**src/design/rmds_pkg.sv**
```systemverilog
package rmds_pkg;

    // Shaping thresholds and limits.
    localparam logic [7:0]  RISE_SNAP  = 8'h29;
    localparam logic [7:0]  TOP_LEVEL  = 8'h3D;
    localparam logic [7:0]  QUAD_LOW   = 8'h33;
    localparam logic [7:0]  QUAD_PIVOT = 8'h3C;
    localparam logic [7:0]  FALL_SPAN  = 8'h1E;
    localparam logic [7:0]  FULL_DRIVE = 8'hFF;

    // The rise ramp scales by 255/40, which is 51/8 exactly.
    localparam logic [11:0] RISE_MUL   = 12'd51;
    localparam int          RISE_SHIFT = 3;
    // The fall ramp scales by 255/30, which is 17/2 exactly.
    localparam logic [8:0]  FALL_MUL   = 9'd17;

    // Energy accumulator limits.
    localparam int          ACC_W      = 11;
    localparam logic [11:0] ACC_LIMIT  = 12'h40B;
    localparam logic [10:0] ACC_CLAMP  = 11'h40A;

    // Output level is (s * 256) / ACC_LIMIT, one quotient bit per cycle.
    localparam int          DIV_STEPS  = 8;
    localparam int          STEP_W     = $clog2(DIV_STEPS);

    typedef enum logic [1:0] {
        ST_IDLE,
        ST_SHAPE,
        ST_DIV,
        ST_DONE
    } rmds_state_t;

    // Quadratic boost: floor(k * k * 255 / 100) for k = 0..8.
    function automatic logic [7:0] quad_boost(input logic [3:0] k);
        logic [7:0] v;
        begin
            case (k)
                4'd0:    v = 8'd0;
                4'd1:    v = 8'd2;
                4'd2:    v = 8'd10;
                4'd3:    v = 8'd22;
                4'd4:    v = 8'd40;
                4'd5:    v = 8'd63;
                4'd6:    v = 8'd91;
                4'd7:    v = 8'd124;
                4'd8:    v = 8'd163;
                default: v = 8'd0;
            endcase
            return v;
        end
    endfunction

endpackage

```
**src/design/rmds_if.sv**
```systemverilog
interface rmds_in_if;
    logic              valid;
    logic              ready;
    logic [7:0]        level_request;
    logic [7:0]        actuator_type;
    logic signed [3:0] pad_port;
    logic [1:0]        pad_slot;

    modport source (output valid, output level_request, output actuator_type,
                    output pad_port, output pad_slot, input ready);
    modport sink   (input valid, input level_request, input actuator_type,
                    input pad_port, input pad_slot, output ready);
endinterface

interface rmds_out_if;
    logic       valid;
    logic       ready;
    logic       send_enable;
    logic [2:0] out_port;
    logic [1:0] out_slot;
    logic [7:0] out_type;
    logic [7:0] drive_value;
    logic [7:0] smoothed_level;

    modport source (output valid, output send_enable, output out_port,
                    output out_slot, output out_type, output drive_value,
                    output smoothed_level, input ready);
    modport sink   (input valid, input send_enable, input out_port,
                    input out_slot, input out_type, input drive_value,
                    input smoothed_level, output ready);
endinterface

```
**src/design/rumble_motor_drive_shaper_top.sv**
```systemverilog
// An item passes through the input transfer, a shaping step, the bit-serial divider steps for
// the output level and a hand-over step, which waits until the output register is free; a new
// item is taken in only after that hand-over.
// A finished result waits in the output register while the next item is taken in.
// Reset (rst_n, asynchronous, active low) clears the last output level, the energy
// accumulator, the sequencer with its step counter and the output valid flag.
module rumble_motor_drive_shaper_top (
    input  logic            clk,
    input  logic            rst_n,
    rmds_in_if.sink         in_ch,
    rmds_out_if.source      out_ch
);

    // Sequencer.
    rmds_pkg::rmds_state_t state_reg, state_next;
    logic [rmds_pkg::STEP_W-1:0] step_reg;

    // Item held while it is worked on. These are payload and need no reset.
    logic [7:0]        n_reg;
    logic [7:0]        type_reg;
    logic signed [3:0] port_reg;
    logic [1:0]        slot_reg;
    logic [7:0]        drive_reg;

    // Carried state from one item to the next.
    logic [7:0]                   last_level_reg;
    logic [rmds_pkg::ACC_W-1:0]   acc_reg;

    // Divider: the partial remainder and the quotient shift register.
    logic [rmds_pkg::ACC_W-1:0]   rem_reg;
    logic [7:0]                   quot_reg;

    // Output register.
    logic       out_valid_reg;
    logic       send_reg;
    logic [2:0] oport_reg;
    logic [1:0] oslot_reg;
    logic [7:0] otype_reg;
    logic [7:0] odrive_reg;
    logic [7:0] olevel_reg;

    logic in_take;
    logic out_free;
    logic load_out;

    assign in_ch.ready = (state_reg == rmds_pkg::ST_IDLE);
    assign in_take     = in_ch.valid && in_ch.ready;
    assign out_free    = !out_valid_reg || out_ch.ready;

    // ------------------------------------------------------------------
    // Shaping of the requested level against the last output level.
    // ------------------------------------------------------------------
    logic signed [8:0] diff;
    logic [7:0]        dmag;
    logic              rise;
    logic              fall;
    logic [11:0]       rise_prod;
    logic [7:0]        rise_t;
    logic [8:0]        fall_prod;
    logic [7:0]        fall_t;
    logic [7:0]        pivot_gap;
    logic [7:0]        quad_t;
    logic [7:0]        shaped;

    always_comb
    begin
        diff      = $signed({1'b0, n_reg}) - $signed({1'b0, last_level_reg});
        rise      = !diff[8] && (diff != 9'sd0);
        fall      = diff[8];
        dmag      = fall ? 8'(-diff) : diff[7:0];
        // Only used when the step is at most 40, so six bits suffice.
        rise_prod = 12'(dmag[5:0]) * rmds_pkg::RISE_MUL;
        rise_t    = rise_prod[rmds_pkg::RISE_SHIFT +: 8];
        // Only used when the fall is at most 30; the division truncates toward zero.
        fall_prod = 9'(dmag[4:0]) * rmds_pkg::FALL_MUL;
        fall_t    = rmds_pkg::FULL_DRIVE - fall_prod[8:1];
        pivot_gap = rmds_pkg::QUAD_PIVOT - n_reg;
        quad_t    = rmds_pkg::quad_boost(pivot_gap[3:0]);

        shaped = n_reg;
        if (rise)
        begin
            if (dmag >= rmds_pkg::RISE_SNAP)
            begin
                shaped = rmds_pkg::FULL_DRIVE;
            end
            else if (n_reg >= rmds_pkg::TOP_LEVEL || last_level_reg >= rmds_pkg::TOP_LEVEL)
            begin
                shaped = (last_level_reg < rise_t) ? rise_t : n_reg;
            end
            else if (last_level_reg >= rmds_pkg::QUAD_LOW)
            begin
                shaped = (last_level_reg < quad_t) ? quad_t : n_reg;
            end
            else
            begin
                shaped = rmds_pkg::FULL_DRIVE;
            end
        end
        else if (fall)
        begin
            if (dmag > rmds_pkg::FALL_SPAN)
            begin
                shaped = 8'd0;
            end
            else
            begin
                shaped = (fall_t < last_level_reg) ? fall_t : n_reg;
            end
        end
    end

    // Accumulate the drive value and clamp it below the limit.
    logic [rmds_pkg::ACC_W:0]     acc_sum;
    logic [rmds_pkg::ACC_W-1:0]   acc_clamped;
    logic [rmds_pkg::ACC_W+1:0]   acc_triple;

    always_comb
    begin
        acc_sum     = {1'b0, acc_reg} + (rmds_pkg::ACC_W+1)'(shaped);
        acc_clamped = (acc_sum >= rmds_pkg::ACC_LIMIT) ? rmds_pkg::ACC_CLAMP
                                                       : acc_sum[rmds_pkg::ACC_W-1:0];
        // Decay to three quarters: (3 * s) >> 2.
        acc_triple  = (rmds_pkg::ACC_W+2)'(acc_clamped)
                    + (rmds_pkg::ACC_W+2)'({acc_clamped, 1'b0});
    end

    // One restoring division step: the dividend is s followed by eight zero bits.
    logic [rmds_pkg::ACC_W:0] rem_shift;
    logic                     rem_ge;

    always_comb
    begin
        rem_shift = {rem_reg, 1'b0};
        rem_ge    = (rem_shift >= rmds_pkg::ACC_LIMIT);
    end

    // ------------------------------------------------------------------
    // Sequencer.
    // ------------------------------------------------------------------
    always_ff @(posedge clk or negedge rst_n)
    begin
        if (!rst_n)
        begin
            state_reg <= rmds_pkg::ST_IDLE;
        end
        else
        begin
            state_reg <= state_next;
        end
    end

    always_comb
    begin
        state_next = state_reg;
        load_out   = 1'b0;
        case (state_reg)
            rmds_pkg::ST_IDLE:
            begin
                if (in_take)
                begin
                    state_next = rmds_pkg::ST_SHAPE;
                end
            end
            rmds_pkg::ST_SHAPE:
            begin
                state_next = rmds_pkg::ST_DIV;
            end
            rmds_pkg::ST_DIV:
            begin
                if (step_reg == rmds_pkg::STEP_W'(rmds_pkg::DIV_STEPS - 1))
                begin
                    state_next = rmds_pkg::ST_DONE;
                end
            end
            rmds_pkg::ST_DONE:
            begin
                // The result moves into the output register once that is free.
                if (out_free)
                begin
                    load_out   = 1'b1;
                    state_next = rmds_pkg::ST_IDLE;
                end
            end
            default:
            begin
                state_next = rmds_pkg::ST_IDLE;
            end
        endcase
    end

    // Carried state and the step counter.
    always_ff @(posedge clk or negedge rst_n)
    begin
        if (!rst_n)
        begin
            last_level_reg <= '0;
            acc_reg        <= '0;
            step_reg       <= '0;
        end
        else
        begin
            if (state_reg == rmds_pkg::ST_SHAPE)
            begin
                acc_reg  <= acc_triple[rmds_pkg::ACC_W+1:2];
                step_reg <= '0;
            end
            else if (state_reg == rmds_pkg::ST_DIV)
            begin
                step_reg <= step_reg + 1'b1;
                if (step_reg == rmds_pkg::STEP_W'(rmds_pkg::DIV_STEPS - 1))
                begin
                    // The last quotient bit lands together with the level update.
                    last_level_reg <= {quot_reg[6:0], rem_ge};
                end
            end
        end
    end

    // Item capture, shaped drive value and the divider.
    always_ff @(posedge clk)
    begin
        if (in_take)
        begin
            n_reg    <= in_ch.level_request;
            type_reg <= in_ch.actuator_type;
            port_reg <= in_ch.pad_port;
            slot_reg <= in_ch.pad_slot;
        end
        if (state_reg == rmds_pkg::ST_SHAPE)
        begin
            drive_reg <= shaped;
            rem_reg   <= acc_clamped;
            quot_reg  <= '0;
        end
        else if (state_reg == rmds_pkg::ST_DIV)
        begin
            rem_reg  <= rem_ge ? rmds_pkg::ACC_W'(rem_shift - rmds_pkg::ACC_LIMIT)
                               : rem_shift[rmds_pkg::ACC_W-1:0];
            quot_reg <= {quot_reg[6:0], rem_ge};
        end
    end

    // ------------------------------------------------------------------
    // Output register.
    // ------------------------------------------------------------------
    always_ff @(posedge clk or negedge rst_n)
    begin
        if (!rst_n)
        begin
            out_valid_reg <= 1'b0;
        end
        else if (load_out)
        begin
            out_valid_reg <= 1'b1;
        end
        else if (out_ch.ready)
        begin
            out_valid_reg <= 1'b0;
        end
    end

    always_ff @(posedge clk)
    begin
        if (load_out)
        begin
            // A negative port suppresses the send and reports port zero.
            send_reg   <= !port_reg[3];
            oport_reg  <= port_reg[3] ? 3'd0 : port_reg[2:0];
            oslot_reg  <= slot_reg;
            otype_reg  <= type_reg;
            odrive_reg <= drive_reg;
            olevel_reg <= quot_reg;
        end
    end

    assign out_ch.valid          = out_valid_reg;
    assign out_ch.send_enable    = send_reg;
    assign out_ch.out_port       = oport_reg;
    assign out_ch.out_slot       = oslot_reg;
    assign out_ch.out_type       = otype_reg;
    assign out_ch.drive_value    = odrive_reg;
    assign out_ch.smoothed_level = olevel_reg;

endmodule

```
**src/flat_wrapper.sv**
```systemverilog
// flat-port wrapper written by rule: the top's interface ports become plain ports
module rumble_motor_drive_shaper_top_flat 
  (clk, rst_n, in_ch_valid, in_ch_level_request, in_ch_actuator_type, in_ch_pad_port, in_ch_pad_slot, in_ch_ready, out_ch_valid, out_ch_send_enable, out_ch_out_port, out_ch_out_slot, out_ch_out_type, out_ch_drive_value, out_ch_smoothed_level, out_ch_ready);
  rmds_in_if in_ch_i ();
  rmds_out_if out_ch_i ();
  input  logic clk;
  input  logic rst_n;
  input wire logic [$bits(in_ch_i.valid)-1:0] in_ch_valid;
  input wire logic [$bits(in_ch_i.level_request)-1:0] in_ch_level_request;
  input wire logic [$bits(in_ch_i.actuator_type)-1:0] in_ch_actuator_type;
  input wire logic [$bits(in_ch_i.pad_port)-1:0] in_ch_pad_port;
  input wire logic [$bits(in_ch_i.pad_slot)-1:0] in_ch_pad_slot;
  output wire logic [$bits(in_ch_i.ready)-1:0] in_ch_ready;
  output wire logic [$bits(out_ch_i.valid)-1:0] out_ch_valid;
  output wire logic [$bits(out_ch_i.send_enable)-1:0] out_ch_send_enable;
  output wire logic [$bits(out_ch_i.out_port)-1:0] out_ch_out_port;
  output wire logic [$bits(out_ch_i.out_slot)-1:0] out_ch_out_slot;
  output wire logic [$bits(out_ch_i.out_type)-1:0] out_ch_out_type;
  output wire logic [$bits(out_ch_i.drive_value)-1:0] out_ch_drive_value;
  output wire logic [$bits(out_ch_i.smoothed_level)-1:0] out_ch_smoothed_level;
  input wire logic [$bits(out_ch_i.ready)-1:0] out_ch_ready;
  assign in_ch_i.valid = in_ch_valid;
  assign in_ch_i.level_request = in_ch_level_request;
  assign in_ch_i.actuator_type = in_ch_actuator_type;
  assign in_ch_i.pad_port = in_ch_pad_port;
  assign in_ch_i.pad_slot = in_ch_pad_slot;
  assign in_ch_ready = in_ch_i.ready;
  assign out_ch_valid = out_ch_i.valid;
  assign out_ch_send_enable = out_ch_i.send_enable;
  assign out_ch_out_port = out_ch_i.out_port;
  assign out_ch_out_slot = out_ch_i.out_slot;
  assign out_ch_out_type = out_ch_i.out_type;
  assign out_ch_drive_value = out_ch_i.drive_value;
  assign out_ch_smoothed_level = out_ch_i.smoothed_level;
  assign out_ch_i.ready = out_ch_ready;
  rumble_motor_drive_shaper_top u_core (.clk(clk), .rst_n(rst_n), .in_ch(in_ch_i), .out_ch(out_ch_i));
endmodule
```
**config.mk**
```make
export PLATFORM = sky130hd
export DESIGN_NAME = rumble_motor_drive_shaper_top_flat
export DESIGN_NICKNAME = d
export VERILOG_FILES = /design/src/design/rmds_pkg.sv /design/src/design/rmds_if.sv /design/src/design/rumble_motor_drive_shaper_top.sv /design/src/flat_wrapper.sv
export SDC_FILE = /design/constraint.sdc
export NUM_CORES = 1
export LEC_CHECK = 0
export BUFFER_PORTS_ARGS = -buffer_cell sky130_fd_sc_hd__buf_4
export CAP_MARGIN = 10
export CORE_MARGIN = 3
export CORE_UTILIZATION = 56
export CTS_CLUSTER_DIAMETER = 40
export DETAILED_ROUTE_END_ITERATION = 10
export GPL_ROUTABILITY_DRIVEN = 0
export PLACE_DENSITY = 0.82
export SYNTH_ARGS = -nofsm -noshare
export SYNTH_HDL_FRONTEND = slang
export SYNTH_SLANG_ARGS = --single-unit
```
**constraint.sdc**
```tcl
create_clock -name clk -period 11.3 [get_ports clk]
set_input_delay 2.825 -clock clk [delete_from_list [all_inputs] [get_ports clk]]
set_output_delay 2.825 -clock clk [all_outputs]
set_load 0.02 [all_outputs]
```
### Yosys cells after proc, flatten, opt, wreduce, memory -nomap -nowiden

Memories as Yosys holds them, arrays and structs flattened.
Index checks and enable logic that the tools add are counted.

* add/subtract/negate cells: 8
* multipliers: 2
* div/mod/pow operators: 0
* order comparisons: 10
* equality and inequality tests: 7
* shifts and indexed selects: 0
* mux-type cells: 24
* bitwise operators: 1
* reduce and logical (&&, ||, !) cells: 13

Operator list (count)
* 8-bit two-way mux: 10
* 11-bit two-way mux: 4
* 8-bit by 6-bit greater-or-equal comparator with 1-bit output (second input constant): 4
* 12-bit by 11-bit greater-or-equal comparator with 1-bit output (second input constant): 2
* 8-bit less-than comparator: 3
* 11-bit by 12-bit adder with 13-bit output: 1
* 11-bit by 8-bit adder with 12-bit output: 1
* 6-bit by 6-bit multiplier with 11-bit output (second input constant): 1
* 11-bit subtractor (second input constant): 1
* 5-bit by 5-bit multiplier with 9-bit output (second input constant): 1
* 9-bit nonzero test: 1
* 8-bit by 8-bit subtractor with 9-bit output: 1
* 8-bit by 5-bit > comparator with 1-bit output (second input constant): 1
* 8-bit negator: 1
* 2-bit case mux with 4 select lines: 1
* 8-bit subtractor (first input constant): 1
* 2-bit two-way mux: 3
* 3-bit two-way mux: 2
* 3-bit AND reduction: 2
* 2-bit equality test (second input constant): 2
* 1-bit two-way mux: 4
* 2-bit by 1-bit inequality test with 1-bit output (second input constant): 2
* 2-bit nonzero test: 2
* 4-bit subtractor (first input constant): 1
* 9 further kinds: 13

* bits in registers: 104
* bits in latches: 0
* bits in writable memories: 0
* ROM bits: 128
* input port bits: 26
* output and inout bits: 32
* word-level logic and storage cells: 84
* memories kept: 1

Memories
* (name not given): words 16, width 8, read ports 1, clocked after Yosys merged registers in 0, write ports 0, line rmds_pkg.sv:37 `case (k)`

### Longest topological paths before layout

Gate-level depths: netlist of run 1.

* word-level depth: 14
* gate-level depth with buffers: 52
* mapped depth without buffers: 48

### Worst setup path before layout of run 1

Ideal clock, no wire load.

* kind: register to register
* from: reg u_core.n_reg[0]
* to: reg u_core.acc_reg[9] (netlist name)
* setup time: 84 ps
* arrival time: 10580 ps
* slack: 636 ps
* cell stages (with the launch flop): 49
* period minus slack after synthesis: 10664 ps
* path through: edfxtp_1 -> clkbuf_1 -> inv_1 -> ha_1 -> fa_1 -> nor2b_1 -> o31a_1 -> o41a_1 -> or2_2 -> buf_2 -> nor2_1 -> xnor2_1 -> ha_1 -> fa_1 -> inv_1 -> fa_1 -> inv_1 -> ha_1 -> [... 13 more ...] -> ha_1 -> inv_1 -> fa_1 -> nand2b_2 -> a21oi_2 -> xnor2_1 -> or4_4 -> or3_1 -> nand2_1 -> buf_2 -> nand2_1 -> ha_1 -> nand2_1 -> o31ai_1 -> o221ai_2 -> a21oi_2 -> or4b_1 -> a41oi_2

* longest elaborated chain between the ends: 14
* elaborated cells on any way between the ends: 31
* those cells by class: add/sub: 6; mul: 2; order compare: 7; mux: 11; reduce/logical: 4; memory: 1

RTL lines
* from (decl): line rumble_motor_drive_shaper_top.sv:19 `logic [7:0] n_reg;`
* from (signal assigned): line rumble_motor_drive_shaper_top.sv:225 `n_reg <= in_ch.level_request;`
* 8-bit by 8-bit subtractor with 9-bit output: line rumble_motor_drive_shaper_top.sv:67 `diff = $signed({1'b0, n_reg}) - $signed({1'b0, last_level_reg});`
* 8-bit negator: line rumble_motor_drive_shaper_top.sv:70 `dmag = fall ? 8'(-diff) : diff[7:0];`
* 8-bit two-way mux: line rumble_motor_drive_shaper_top.sv:70
* 5-bit by 5-bit multiplier with 9-bit output: line rumble_motor_drive_shaper_top.sv:75 `fall_prod = 9'(dmag[4:0]) * rmds_pkg::FALL_MUL;`
* 8-bit subtractor: line rumble_motor_drive_shaper_top.sv:76 `fall_t = rmds_pkg::FULL_DRIVE - fall_prod[8:1];`
* 8-bit less-than comparator: line rumble_motor_drive_shaper_top.sv:108 `shaped = (fall_t < last_level_reg) ? fall_t : n_reg;`
* 8-bit two-way mux: line rumble_motor_drive_shaper_top.sv:108
* 8-bit two-way mux: line rumble_motor_drive_shaper_top.sv:102 `if (dmag > rmds_pkg::FALL_SPAN)`
* 8-bit two-way mux: line rumble_motor_drive_shaper_top.sv:100 `else if (fall)`
* 8-bit two-way mux (*): line rumble_motor_drive_shaper_top.sv:81 `if (rise)`
* net u_core.shaped[0]: line rumble_motor_drive_shaper_top.sv:63 `logic [7:0] shaped;`
* 11-bit by 8-bit adder with 12-bit output (*): line rumble_motor_drive_shaper_top.sv:120 `acc_sum = {1'b0, acc_reg} + (rmds_pkg::ACC_W+1)'(shaped);`
* 12-bit by 11-bit greater-or-equal comparator with 1-bit output: line rumble_motor_drive_shaper_top.sv:121 `acc_clamped = (acc_sum >= rmds_pkg::ACC_LIMIT) ? rmds_pkg::ACC_CLAMP`
* 11-bit two-way mux (*): line rumble_motor_drive_shaper_top.sv:121
* 11-bit by 12-bit adder with 13-bit output (*): line rumble_motor_drive_shaper_top.sv:125 `+ (rmds_pkg::ACC_W+2)'({acc_clamped, 1'b0});`
* to (signal assigned): line rumble_motor_drive_shaper_top.sv:205 `acc_reg <= acc_triple[rmds_pkg::ACC_W+1:2];`
* to (decl): line rumble_motor_drive_shaper_top.sv:27 `logic [rmds_pkg::ACC_W-1:0] acc_reg;`

Mark *: on every way through the listed nets, which the timed path passes. The rest lies on a longest branch.
A chain may end at the register's enable or synchronous reset.

### Worst setup path in the final report of run 1

Same ends and word-level chain as after synthesis.

==> summary.txt, run 1 <==
Outcome
  – Status: completed

Floorplanning
  – I/O pin count: slightly below 60
  – Initial Utilization: 57.5%
  – Die width: between 100 and 150 um
  – Core area: 13300 sq um
  – Die height: 123 um
  – Row count: 42
  – Die area: ~15000 sq um

Clock tree
  – CTS H-tree lvls: 3
  – Clk sink count: 104
  – Clock Pin Slew Worst Setup and Hold Paths: 70 ps
  – Cts bufs inserted: 9
  – Max Root-Sink Buffers: 2
  – CTS root buffer: clkbuf_16
  – TritonCTS clock tree: yes
  – Worst-skew pair later-pin latency: between 300 and 400 ps

Worst setup path
  – Crit Path Class: flop to flop
  – Most used cell, CP: inv_1
  – WP data arrival: 11260 ps
  – CP peak stage delay: ~600 ps
  – CP required: 11570 ps
  – Slowest CP cell: or4_4
  – Setup crit end kind: flop
  – CP max FO: 11
  – Crit start category: flop

Global route
  – GR Util All Layers: between 20% and 30%
  – Largest net degree at the start of global routing: between 50 and 60
  – Vias in the first global route: 6272
  – Total gr overflow: 0
  – Initial antenna violation count: 0
  – First-pass GRT wire length: 30400 um

Synthesis
  – Synth Warn #: 0
  – Post-Syn Area: 7640 sq um
  – Top post-synthesis cells by area: edfxtp_1 (28%), ha_1 (14%), dfrtp_1 (8.2%)
  – Ys flop type: edfxtp_1
  – Post-synth top area share: 27.9%
  – Flop and latch count out of synthesis: 104
  – Synth Net Count: 887
  – Post-synth EDFFs: 71
  – Post-synth top area cell: edfxtp_1
  – Mean Syn Cell Area: 9.96 sq um
  – Synth cell types: 81
  – Syn Inst Count: 767
  – Seq/Total Area, Yosys: a little under two fifths
  – Async set-reset flop share out of synthesis: 24.0%

Layout
  – Multi-input logic area: 4590 sq um
  – Share of cells above drive strength 1: slightly above 20%
  – Diode count: 0
  – Area Growth Syn to Fin: 14.8%
  – Final core area utilization: roughly 66%
  – Sequential cell area: 2920 sq um
  – Fill count: just under 1000
  – Final Cell Area: 8780 sq um
  – Final #Nets: 949

Detailed routing
  – Vias: 6493
  – Wire length per cell: 19.6 um
  – Total Wirelength: 19800 um
  – DRC errors left: 0
  – Iter 0 DRT Violations: 829
  – DRT antenna net count: 0
  – Vias per cell: 6.43
  – DR pass1 iterations: 6

Worst hold path
  – Worst min path class: flop to flop

Timing
  – Final Cycle Share: 97.3%
  – Fmax: approximately 91 MHz
  – Worst hold margin: 423 ps
  – Rel. slew slack: between 20% and 30%
  – Final hold vios: 0
  – Setup slack after layout: 310 ps
  – Endpoints failing setup: 0
  – Clk_skew: 10.4 ps
  – Slew Limit Fails: 0
  – Measured slew at the worst slew-check pin: roughly 1200 ps
  – Min cycle time layout: around 11000 ps

Placement
  – IO buf count: 57
  – Setup WS pre-CTS: 89.0 ps
  – DP HPWL: 14100 um
  – Placed Area: around 8300 sq um

Flow run
  – Max-cap violations: 0
-- cell usage in the layout, fill, tap and decap left out, types with 14 or more instances in the layout --
cell type and count:
buf_4 75, inv_1 48, xor2_1 18, xnor2_1 20, dfrtp_1 23, o211ai_1 15, nor2_1 67, o21ai_0 38
o21a_1 14, a21oi_1 32, edfxtp_1 71, mux2i_1 14, nand2_1 48, ha_1 83
-- cells by family (layout without fill, tap and decap cells) --
kind of cell    count (synthesis)  count (layout)  synth area share [%]
simple gates                  216             216                  14.2
compound gates                210             210                  19.4
flops                         104             104                  38.2
fa+ha+maj                      94              94                  16.0
buf+inv                        74             141                  3.70
xor+xnor                       42              42                  4.81
mux                            27              27                  3.75
-- what timing repair did --
item,CTS,global route
pin swaps,0,9
hold buffers,0,0
buffers inserted,0,11
endpoints found under the setup margin,1,9
gates resized for setup,1,33
-- cells in the mapped netlist (14+ instances only) --
master,n
mux2i_1,14
o21ai_0,39
clkbuf_1,18
xnor2_1,23
a21oi_1,32
ha_1,88
a211oi_1,14
nor2_1,69
nand2_1,49
edfxtp_1,71
o211ai_1,15
o21a_1,14
dfrtp_1,25
xor2_1,19
inv_1,49
-- worst max-delay path, delay by kind of cell, from the launching register on --
kind	cells	cell delay [ps]
AO/OA/AOI/OAI	14	3240
multiplexers	1	140
buffers and inverters	6	510
flip-flops	1	420
adder cells (fa/ha/maj)	10	3270
XOR/XNOR	2	310
AND/OR/NAND/NOR	13	3000
-- per-layer routing --
metal / vias up / track usage [%] / wire (um)
met5: - / 0 / 0
met4: 0 / 8.75 / 633
met3: 69 / 4.24 / 1450
met2: 365 / 43.6 / 9610
met1: 3077 / 32.8 / 8080
li1: 2982 / - / -
-- metrics by stage --
stage / setup TNS (ps) / cells
after floorplan: 0 / 767
after global placement: 0 / 983
after detailed placement: 0 / 983
after CTS: 0 / 999
after global routing: -120 / 1010
final: 0 / 1010
-- worst paths after layout --
kind | cells after the start | to | slack (ps) | startpoint
max | 46 | u_core.acc_reg[9]$_DFFE_PN0P_ | 310 | u_core.n_reg[0]$_DFFE_PP_
max in group asynchronous | 1 | u_core.last_level_reg[3]$_DFFE_PN0P_ | 8610 | rst_n
min reg2reg | 0 | u_core.out_ch.out_type[3]$_DFFE_PP_ | 420 | u_core.type_reg[3]$_DFFE_PP_
max reg2reg | 46 | u_core.acc_reg[9]$_DFFE_PN0P_ | 310 | u_core.n_reg[0]$_DFFE_PP_
min | 0 | u_core.out_ch.out_type[3]$_DFFE_PP_ | 420 | u_core.type_reg[3]$_DFFE_PP_
min in group asynchronous | 1 | u_core.acc_reg[10]$_DFFE_PN0P_ | 2380 | rst_n
-- layout make-up --
| class | instances | area share (%) |
|---|---|---|
| Sequential cell | 104 | 33.3 |
| Clock inverter | 6 | 0.713 |
| Multi-Input combinational cell | 589 | 52.3 |
| Tap cell | 176 | 2.51 |
| Timing Repair Buffer | 76 | 6.54 |
| Clock buffer | 10 | 2.61 |
| Inverter | 49 | 2.10 |
Power of run 1 is left out: the tool's default activity adds up to more than one toggle a clock period on the data nets, which glitch-free logic cannot reach.
==> run 2, diff against run 1 <==
Settings changed: ABC_AREA set to 1.
==> run 2 against run 1 <==
Effect of this change:
- fmax is 11% higher
- die area is 0.89% lower
- synthesized cell count is 20% higher
- flip-flop and latch count stayed put
==> summary.txt, run 2 <==
Global route
  – First-pass GRT wire length: 28900 um
  – Total gr overflow: 0
  – Largest net degree at the start of global routing: 38
  – Vias in the first global route: ~6200
  – GR Util All Layers: 24.2%
  – Initial antenna violation count: 0

Synthesis
  – Post-synth top area share: 28.2%
  – Post-Synth Simple-Gate Area: 23.3%
  – Async set-reset flop share out of synthesis: 24.0%
  – Synth Warn #: 0
  – Synth Net Count: 1043
  – Post-synth EDFFs: between 70 and 80
  – Post-synth top area cell: edfxtp_1
  – Multiplexer share of the synthesized area: 0.264%
  – Synth cell types: 54
  – Largest family of logic cells by synthesized area: simple AND/OR/NAND/NOR gates
  – Mean Syn Cell Area: 8.20 sq um
  – Ys flop type: edfxtp_1
  – Commonest cells in the netlist: nand2_1 (217), inv_1 (141), ha_1 (88)
  – Flop and latch count out of synthesis: approximately 100
  – Top post-synthesis cells by area: edfxtp_1 (28%), ha_1 (15%), nand2_1 (11%)
  – Seq/Total Area, Yosys: 38.5%
  – Post-Syn Area: between 7000 and 8000 sq um
  – Adder-cell share of the synthesized area: ~16%
  – Syn Inst Count: 923
  – Top-count cell post-synth: nand2_1
  – Synth Area in XOR/XNOR: under 10%
  – Synth Area in Compound Gates: 10.5%

Worst setup path
  – R2R depth: 56
  – CP peak stage delay: 510 ps
  – Slowest CP cell: fa_1
  – Crit Path Class: flop to flop
  – Reg2reg setup slack: around 1400 ps
  – Crit start category: flop
  – CP max FO: 18
  – CP Depth: 56
  – CP required: between 10000 and 15000 ps
  – Family with the most delay on the worst path: adder cells
  – WP buf/inv: 11
  – Setup crit end kind: flop
  – Most used cell, CP: nand2_1
  – WP data arrival: 10210 ps

Clock tree
  – Cts repair resizes: 0
  – CTS root buffer: clkbuf_16
  – Cts bufs inserted: 9
  – Clock Pin Slew Worst Setup and Hold Paths: roughly 70 ps
  – Setup bufs post-CTS: 0
  – Cts hold-fix bufs: 0
  – Max Root-Sink Buffers: 2
  – Clk sink count: 104
  – TritonCTS clock tree: yes
  – CTS H-tree lvls: 3
  – Worst-skew pair later-pin latency: between 300 and 400 ps

Floorplanning
  – Die height: around 120 um
  – I/O pin count: 58
  – Initial Utilization: between 50% and 60%
  – Core area: between 10000 and 15000 sq um
  – Row count: 41
  – Die width: 122 um
  – Die area: 15000 sq um

Timing
  – Min cycle time layout: 9930 ps
  – Final hold vios: 0
  – Rel. slew slack: 22.5%
  – Final Cycle Share: just under 90%
  – Fmax: 101 MHz
  – Setup slack after layout: between 1000 and 1500 ps
  – Measured slew at the worst slew-check pin: 1160 ps
  – Clk_skew: 8.23 ps
  – Worst hold margin: 423 ps
  – Endpoints failing setup: 0
  – RSZ-0062 raised after global routing: no
  – Slew Limit Fails: 0
  – Setup TNS: 0 ps

Detailed routing
  – Total Wirelength: 17100 um
  – Vias per cell: between 5 and 6
  – DRT antenna net count: 0
  – Wire length per cell: 14.8 um
  – Vias: ~6300
  – DRC errors left: 0
  – Iter 0 DRT Violations: 425
  – DR pass1 iterations: 5

Layout
  – Most common cell after layout, fill and taps aside: nand2_1
  – Final #Nets: 1101
  – Share of cells above drive strength 1: 12.4%
  – Diode count: 0
  – Area Growth Syn to Fin: 11.8%
  – Most frequent cells in the layout: nand2_1 (217), inv_1 (141), ha_1 (88)

Placement
  – IO buf count: 57
  – Setup WS pre-CTS: 1510 ps
  – DP HPWL: between 10000 and 15000 um

Flow run
  – Max-cap violations: 0

Worst hold path
  – Worst min path class: flop to flop
  – Hold path depth: 0

Outcome
  – Status: completed
## run 2: cell count changes after synthesis, sizes merged, moves of 13 or more
| cell | before | now |
|---|---|---|
| nand2 | 49 | 229 |
| a21oi | 34 | 58 |
| xnor2 | 23 | 7 |
| nand3 | 11 | 68 |
| a211oi | 15 | 2 |
| o21ai | 40 | 62 |
| nor2b | 13 | 0 |
| inv | 49 | 148 |
| mux2 | 13 | 0 |
## run 2: logic make-up after synthesis
group | Yosys count
flip-flops | 104
XOR/XNOR | 24
adder cells (fa/ha/maj) | 94
buffers and inverters | 163
AND/OR/NAND/NOR | 396
AO/OA/AOI/OAI | 140
multiplexers | 2
## run 2: stage by stage
stage | utilization (%) | instance area [sq um] | cells
finish | 65.5 | 8470 | 1158
global route | 65.5 | 8470 | 1158
CTS | 65.5 | 8470 | 1158
detailed placement | 63.3 | 8180 | 1142
global placement | 63.3 | 8180 | 1142
floorplan | - | 7570 | 923
## run 2: area by class of cell
| class | count | area [sq um] |
|---|---|---|
| clock buffer | 10 | 239 |
| tap | 172 | 215 |
| sequential | 104 | 2920 |
| fill | 1102 | 4460 |
| multi-input combinational | 656 | 4040 |
| timing repair buffer | 58 | 435 |
| clock inverter | 6 | 50.0 |
| inverter | 152 | 571 |
## run 2: final timing paths
kind	to	start
setup / recovery	u_core.acc_reg[9]$_DFFE_PN0P_	u_core.last_level_reg[6]$_DFFE_PN0P_
hold / removal	u_core.out_ch.out_type[2]$_DFFE_PP_	u_core.type_reg[2]$_DFFE_PP_
setup reg to reg	u_core.acc_reg[9]$_DFFE_PN0P_	u_core.last_level_reg[6]$_DFFE_PN0P_
hold reg to reg	u_core.out_ch.out_type[2]$_DFFE_PP_	u_core.type_reg[2]$_DFFE_PP_
max in group asynchronous	u_core.step_reg[2]$_DFFE_PN0P_	rst_n
min in group asynchronous	u_core.acc_reg[8]$_DFFE_PN0P_	rst_n
## run 2: metal layers
metal | global-route usage (%) | vias to the layer above | part of all wire (%)
met2 | 38.9 | 220 | 45
li1 | - | 3162 | -
met3 | 4.47 | 30 | 7.9
met5 | 0 | - | 0
met1 | 34.0 | 2892 | 46
met4 | 6.37 | 0 | 1.8
## run 2: worst reg2reg max path, delay by kind of cell, from the launching register on
kind | cells | cell delay (ps)
adders and majority gates | 9 | 3250
DFF | 1 | 500
buffers and inverters | 11 | 1020
xor gates and xnor gates | 2 | 400
AOI/OAI and AO/OA | 11 | 1970
and+or+nand+nor | 23 | 2720
Power of run 2 is left out for the same reason.
